## config.mk

```make
export PLATFORM = sky130hd
export DESIGN_NAME = swtf_ctrl
export DESIGN_NICKNAME = d
export VERILOG_FILES = /design/src/rtl/swtf_pkg.sv /design/src/rtl/swtf_ctrl.sv
export SDC_FILE = /design/constraint.sdc
export NUM_CORES = 1
export LEC_CHECK = 0
export ABC_CLOCK_PERIOD_IN_PS = 3230
export BUFFER_PORTS_ARGS = -buffer_cell sky130_fd_sc_hd__buf_2
export CAP_MARGIN = 20
export CORE_ASPECT_RATIO = 0.8
export CORE_MARGIN = 2
export CORE_UTILIZATION = 40
export DETAILED_ROUTE_END_ITERATION = 12
export SYNTH_ARGS = -nofsm -noshare
export SYNTH_HDL_FRONTEND = slang
export SYNTH_SLANG_ARGS = --single-unit
```

## constraint.sdc

```tcl
create_clock -name clk_i -period 3.23 [get_ports clk_i]
set_input_delay 0.323 -clock clk_i [delete_from_list [all_inputs] [get_ports clk_i]]
set_output_delay 0.323 -clock clk_i [all_outputs]
set_load 0.02 [all_outputs]
```

## src/rtl/swtf_pkg.sv

```systemverilog
// ----------------------------------------------------------------------------
// swtf_pkg
// Shared constants, command and status types of the trend feature unit.
// ----------------------------------------------------------------------------
package swtf_pkg;

  localparam int unsigned DEPTH   = 60;
  localparam int unsigned IDX_W   = $clog2(DEPTH);
  localparam int unsigned CNT_W   = $clog2(DEPTH + 1);
  localparam int unsigned ENTRY_W = 46;
  localparam int unsigned ADDR_W  = 4;
  localparam int unsigned DIV_STEPS  = 8;
  localparam int unsigned SQRT_STEPS = 22;

  localparam logic [1:0] REG_TREND_SCALE = 2'd0;
  localparam logic [1:0] REG_WIND_LIMIT  = 2'd1;
  localparam logic [1:0] REG_CLOUD_LIMIT = 2'd2;

  localparam logic [15:0] TREND_SCALE_RST = 16'd100;
  localparam logic [7:0]  WIND_LIMIT_RST  = 8'd10;
  localparam logic [6:0]  CLOUD_LIMIT_RST = 7'd80;

  typedef enum logic [4:0] {
    OP_NONE,
    OP_LOAD,
    OP_WRITE,
    OP_CHECK,
    OP_SWEEP,
    OP_DEN0,
    OP_DEN1,
    OP_MUL,
    OP_NUM,
    OP_SUMX,
    OP_PREP,
    OP_DIVSTEP,
    OP_TREND_DONE,
    OP_SQ0,
    OP_SQ1,
    OP_SQRTSTEP,
    OP_SPR_CHK,
    OP_SPR_PREP,
    OP_SPR_DONE,
    OP_FINAL
  } op_e;

  typedef struct packed {
    op_e              op;
    logic             rd_en;
    logic [IDX_W-1:0] rd_addr;
    logic             acc_en;
    logic [IDX_W-1:0] acc_idx;
    logic [1:0]       chan;
  } cmd_t;

  typedef struct packed {
    logic [CNT_W-1:0] fill;
    logic             clamp;
  } sts_t;

endpackage

```

## src/rtl/swtf_ctrl.sv

```systemverilog
// ----------------------------------------------------------------------------
// swtf_ctrl
// Sequencer that steps the datapath through write, sweep and arithmetic.
// ----------------------------------------------------------------------------
module swtf_ctrl (
  input  logic          clk_i,
  input  logic          rst_ni,
  input  logic          in_valid_i,
  output logic          in_stall_o,
  output logic          out_valid_o,
  input  logic          out_stall_i,
  input  swtf_pkg::sts_t sts_i,
  output swtf_pkg::cmd_t cmd_o
);
  import swtf_pkg::*;

  typedef enum logic [4:0] {
    S_IDLE, S_WRITE, S_CHECK, S_SWEEP, S_DEN0, S_DEN1, S_MUL, S_NUM, S_SUMX,
    S_PREP, S_DIV, S_TDONE, S_SQ0, S_SQ1, S_SQRT, S_SCHK, S_SPREP, S_SDIV,
    S_SDONE, S_FINAL, S_OUT
  } state_e;

  state_e           state_q;
  logic [CNT_W-1:0] cnt_q;
  logic [1:0]       chan_q;

  always_ff @(posedge clk_i or negedge rst_ni) begin
    if (!rst_ni) begin
      state_q <= S_IDLE;
      cnt_q   <= '0;
      chan_q  <= '0;
    end else begin
      case (state_q)
        S_IDLE:  if (in_valid_i) state_q <= S_WRITE;
        S_WRITE: state_q <= S_CHECK;
        S_CHECK: begin
          cnt_q <= '0;
          if (sts_i.fill >= CNT_W'(2)) state_q <= S_SWEEP;
          else state_q <= S_OUT;
        end
        S_SWEEP: begin
          if (cnt_q == sts_i.fill) state_q <= S_DEN0;
          else cnt_q <= cnt_q + 1'b1;
        end
        S_DEN0: state_q <= S_DEN1;
        S_DEN1: begin
          chan_q  <= '0;
          state_q <= S_MUL;
        end
        S_MUL:  state_q <= S_NUM;
        S_NUM:  state_q <= S_SUMX;
        S_SUMX: state_q <= S_PREP;
        S_PREP: begin
          cnt_q <= '0;
          if (sts_i.clamp) begin
            chan_q  <= chan_q + 1'b1;
            state_q <= (chan_q == 2'd3) ? S_SQ0 : S_MUL;
          end else begin
            state_q <= S_DIV;
          end
        end
        S_DIV: begin
          cnt_q <= cnt_q + 1'b1;
          if (cnt_q == CNT_W'(DIV_STEPS - 1)) state_q <= S_TDONE;
        end
        S_TDONE: begin
          chan_q  <= chan_q + 1'b1;
          state_q <= (chan_q == 2'd3) ? S_SQ0 : S_MUL;
        end
        S_SQ0: state_q <= S_SQ1;
        S_SQ1: begin
          cnt_q   <= '0;
          state_q <= S_SQRT;
        end
        S_SQRT: begin
          cnt_q <= cnt_q + 1'b1;
          if (cnt_q == CNT_W'(SQRT_STEPS - 1)) state_q <= S_SCHK;
        end
        S_SCHK: state_q <= S_SPREP;
        S_SPREP: begin
          cnt_q   <= '0;
          state_q <= sts_i.clamp ? S_FINAL : S_SDIV;
        end
        S_SDIV: begin
          cnt_q <= cnt_q + 1'b1;
          if (cnt_q == CNT_W'(DIV_STEPS - 1)) state_q <= S_SDONE;
        end
        S_SDONE: state_q <= S_FINAL;
        S_FINAL: state_q <= S_OUT;
        S_OUT:   if (!out_stall_i) state_q <= S_IDLE;
        default: state_q <= S_IDLE;
      endcase
    end
  end

  assign in_stall_o  = (state_q != S_IDLE);
  assign out_valid_o = (state_q == S_OUT);

  always_comb begin
    cmd_o         = '0;
    cmd_o.op      = OP_NONE;
    cmd_o.chan    = chan_q;
    cmd_o.rd_addr = cnt_q[IDX_W-1:0];
    cmd_o.acc_idx = IDX_W'(cnt_q - 1'b1);
    case (state_q)
      S_IDLE:  cmd_o.op = in_valid_i ? OP_LOAD : OP_NONE;
      S_WRITE: cmd_o.op = OP_WRITE;
      S_CHECK: cmd_o.op = OP_CHECK;
      S_SWEEP: begin
        cmd_o.op     = OP_SWEEP;
        cmd_o.rd_en  = (cnt_q < sts_i.fill);
        cmd_o.acc_en = (cnt_q != '0);
      end
      S_DEN0:  cmd_o.op = OP_DEN0;
      S_DEN1:  cmd_o.op = OP_DEN1;
      S_MUL:   cmd_o.op = OP_MUL;
      S_NUM:   cmd_o.op = OP_NUM;
      S_SUMX:  cmd_o.op = OP_SUMX;
      S_PREP:  cmd_o.op = OP_PREP;
      S_DIV:   cmd_o.op = OP_DIVSTEP;
      S_TDONE: cmd_o.op = OP_TREND_DONE;
      S_SQ0:   cmd_o.op = OP_SQ0;
      S_SQ1:   cmd_o.op = OP_SQ1;
      S_SQRT:  cmd_o.op = OP_SQRTSTEP;
      S_SCHK:  cmd_o.op = OP_SPR_CHK;
      S_SPREP: cmd_o.op = OP_SPR_PREP;
      S_SDIV:  cmd_o.op = OP_DIVSTEP;
      S_SDONE: cmd_o.op = OP_SPR_DONE;
      S_FINAL: cmd_o.op = OP_FINAL;
      S_OUT:   cmd_o.op = OP_NONE;
      default: cmd_o.op = OP_NONE;
    endcase
  end

endmodule

```

==> summary.md <==
| Metric | Value |
|---|---|
| Worst path arrival time | 2.14 ns |
| Clock transition at path regs | ~0.05 ns |
| IO Port Bufs | 33 |
| Rel. slew slack | 43.8% |
| Overall routed net length | approximately 3700 microns |
| Unrepaired setup endpoints after global routing | false |
| CTS sink count | 13 |
| Setup TNS | 0 ns |
| Ys flop type | dfrtp_1 |
| Max Root-Sink Buffers | 2 |
| Final period util | about three quarters |
| Post-synthesis cell type count | 53 |
| Synth-to-Final Area Change | 8.61% |
| Via density | 5.80 |
| Max Clock Skew | between 0.0003 and 0.0004 ns |
| First-pass GRT wire length | 6100 microns |
| I/O Pins | 34 |
| Die area | 4250 sq um |
| Rows | 19 |
| Wire per inst | 14.8 microns |
| CTS root buffer | clkbuf_8 |
| Total CTS buffers | 3 |
| Worst setup SP type | flip-flop |
| Asr flop ratio synth | 100% |
| Synth Net Count | 205 |
| PwrDens | 1060 nW/um^2 |
| Starting Density | 42.5% |
| Worst Setup Path Type | flip-flop to primary output |
| CTS tree | done |
| Die height | 58.7 microns |
| Setup repair bufs after CTS | 0 |
| Ant diodes | 0 |
| Storage element area | 325 sq um |
| CP max FO | 7 |
| Number of flops mapped to enable cells by yosys | 0 |
| Total Power | 1720 uW |
| HP Class | primary input to async pin |
| Post-Syn Area per Cell | 8.18 sq um |
| Cell count after synthesis | about 180 |
| Post-DRT Antenna Nets | 0 |
| GRT overflow | 0 |
| Nets | 229 |
| DP Cell Count | 243 |
| Worst endpoint required time | 2.91 ns |
| Post-layout min period | 2.46 ns |
| F_max | 407 MHz |
| Dpl hpwl | 2830 microns |
| Multi-input gate area | 978 sq um |
| Iteration-0 DRC Markers | 132 |
| Max Cap Viol | 0 |
| Measured slew at the worst slew-check pin | around 0.84 ns |
| Seq/Total Area, Yosys | a little over a fifth |
| Hold slack | 0.498 ns |
| Max Slew Vio Count | 0 |
| Initial antenna violation count | 0 |
| Setup violators final | 0 |
| Worst vdd ir | between 400 and 500 uV |
| Endpoint class of the critical path | primary output |
| Fraction of layout cells with a size suffix above 1 | 21.8% |
| # DRC | 0 |
| Core Box Area | 3520 sq um |
| GRT Total Usage | a little under a fifth |
| CTS H-tree depth | 1 |
| Drt first pass iters | 4 |
| Die width | 72.4 microns |
| Cell Area, Synth | 1500 sq um |
| Skew-Pair Late Insertion Delay | ~0.24 ns |
| GP Congestion | around 0.87 |
| Fillers | 371 |
| Largest net degree at the start of global routing | 30 |
| Vias | roughly 1400 |
| Non-filler cells in the finished layout | roughly 250 |
| Vias in the first global route | approximately 1300 |
| Quantity of gates resized following cts | 0 |
| Status | completed |
| P_leak | between 0.0007 and 0.0008 uW |
| Final hold vios | 0 |
| Final Util | 46.2% |
| Yosys reg bits | 13 |
| Yosys warnings | 0 |
## per-stage QoR
step,setup slack (ns),area (sq um)
global route,0.571,1630
finish,0.770,1630
global placement,1.03,1570
detailed placement,0.921,1570
floorplan,0.457,1500
CTS,0.744,1630
## cell usage after synthesis, drive strengths merged (3+ instances only)
cell,instances,area (sq um)
xor2,3,26.3
o21ai,5,25.0
nand3b,3,22.5
nor2,22,87.6
nor3,7,35.0
o32ai,4,42.6
mux2,3,33.8
nor2b,7,43.8
dfrtp,13,325
buf,13,133
xnor2,6,52.6
ha,11,138
nand3,4,25.0
a21oi,6,30.0
a31oi,6,37.5
nand2,19,73.8
inv,13,48.8
o31ai,3,22.5
## kinds of logic (layout without fill, tap and decap cells)
kind of cell,after synthesis,count (layout),synth area share [%]
AOI/OAI and AO/OA,46,46,23.0
and+or+nand+nor,73,73,25.7
muxes,3,3,2.26
buffers and inverters,28,51,12.9
DFF,13,13,21.7
adders and majority gates,11,11,9.20
xor gates and xnor gates,9,9,5.27
## repair_timing
action | CTS | global route
endpoints found under the hold margin | 13 | 0
endpoints found under the setup margin | 0 | 0
hold buffers | 1 | 0
## layout make-up
class / count / area share (%)
clock buffer: 4 / 2.77
timing repair buffer: 34 / 10.8
sequential: 13 / 20.0
multi-input combinational: 142 / 60.2
tap: 42 / 3.23
inverter: 13 / 3.00
## layout by cell type, fill, tap and decap left out, types with 6 or more instances in the layout
master,Yosys,layout
buf_2,1,33
inv_1,13,13
nor3_1,7,7
nand2_1,18,18
nor2b_1,7,7
nor2_1,20,20
a31oi_1,6,6
xnor2_1,6,6
ha_1,11,11
dfrtp_1,13,13
a21oi_1,6,6
## state kept, by name, indices dropped and copies added (netlist names)
name	cells
chan_q	2
cnt_q	6
state_q	5
## layer usage
metal / GRT usage [%] / vias to the layer above / routed length [microns]
met2: 26.9 / 58 / 1620
li1: - / 703 / -
met3: 3.25 / 2 / 239
met4: 2.65 / 0 / 4
met1: 27.7 / 675 / 1810
met5: 0 / - / 0
## worst max-delay path, cell delays in order (launching register included)
cell and delay (ns):
dfrtp_1 0.46, ha_1 0.31, nor2b_1 0.13, o21a_1 0.16, o21ai_0 0.14, a21oi_1 0.09, a2111oi_0 0.37, buf_2 0.24
## where the power goes
part	total [uW]	internal [uW]	switching, uW
Combinational	1130	454	680
Sequential	449	223	225
Clock	140	86.8	53.2
## path summary, 6_finish.rpt
check	to	start	slack, ns	cells past startpoint
worst max register to register	state_q[4]$_DFFE_PN0P_	state_q[4]$_DFFE_PN0P_	0.89	5
worst min-delay path	cnt_q[1]$_DFFE_PN0P_	rst_ni	0.50	2
min in group clk_i	chan_q[0]$_DFFE_PN0P_	sts_i[0]	0.52	3
max in group asynchronous	state_q[4]$_DFFE_PN0P_	rst_ni	2.51	2
worst max-delay path	cmd_o[15]	cnt_q[1]$_DFFE_PN0P_	0.77	7
worst min register to register	chan_q[1]$_DFFE_PN0P_	chan_q[1]$_DFFE_PN0P_	0.52	1
Power figures use the tool's default switching activity.
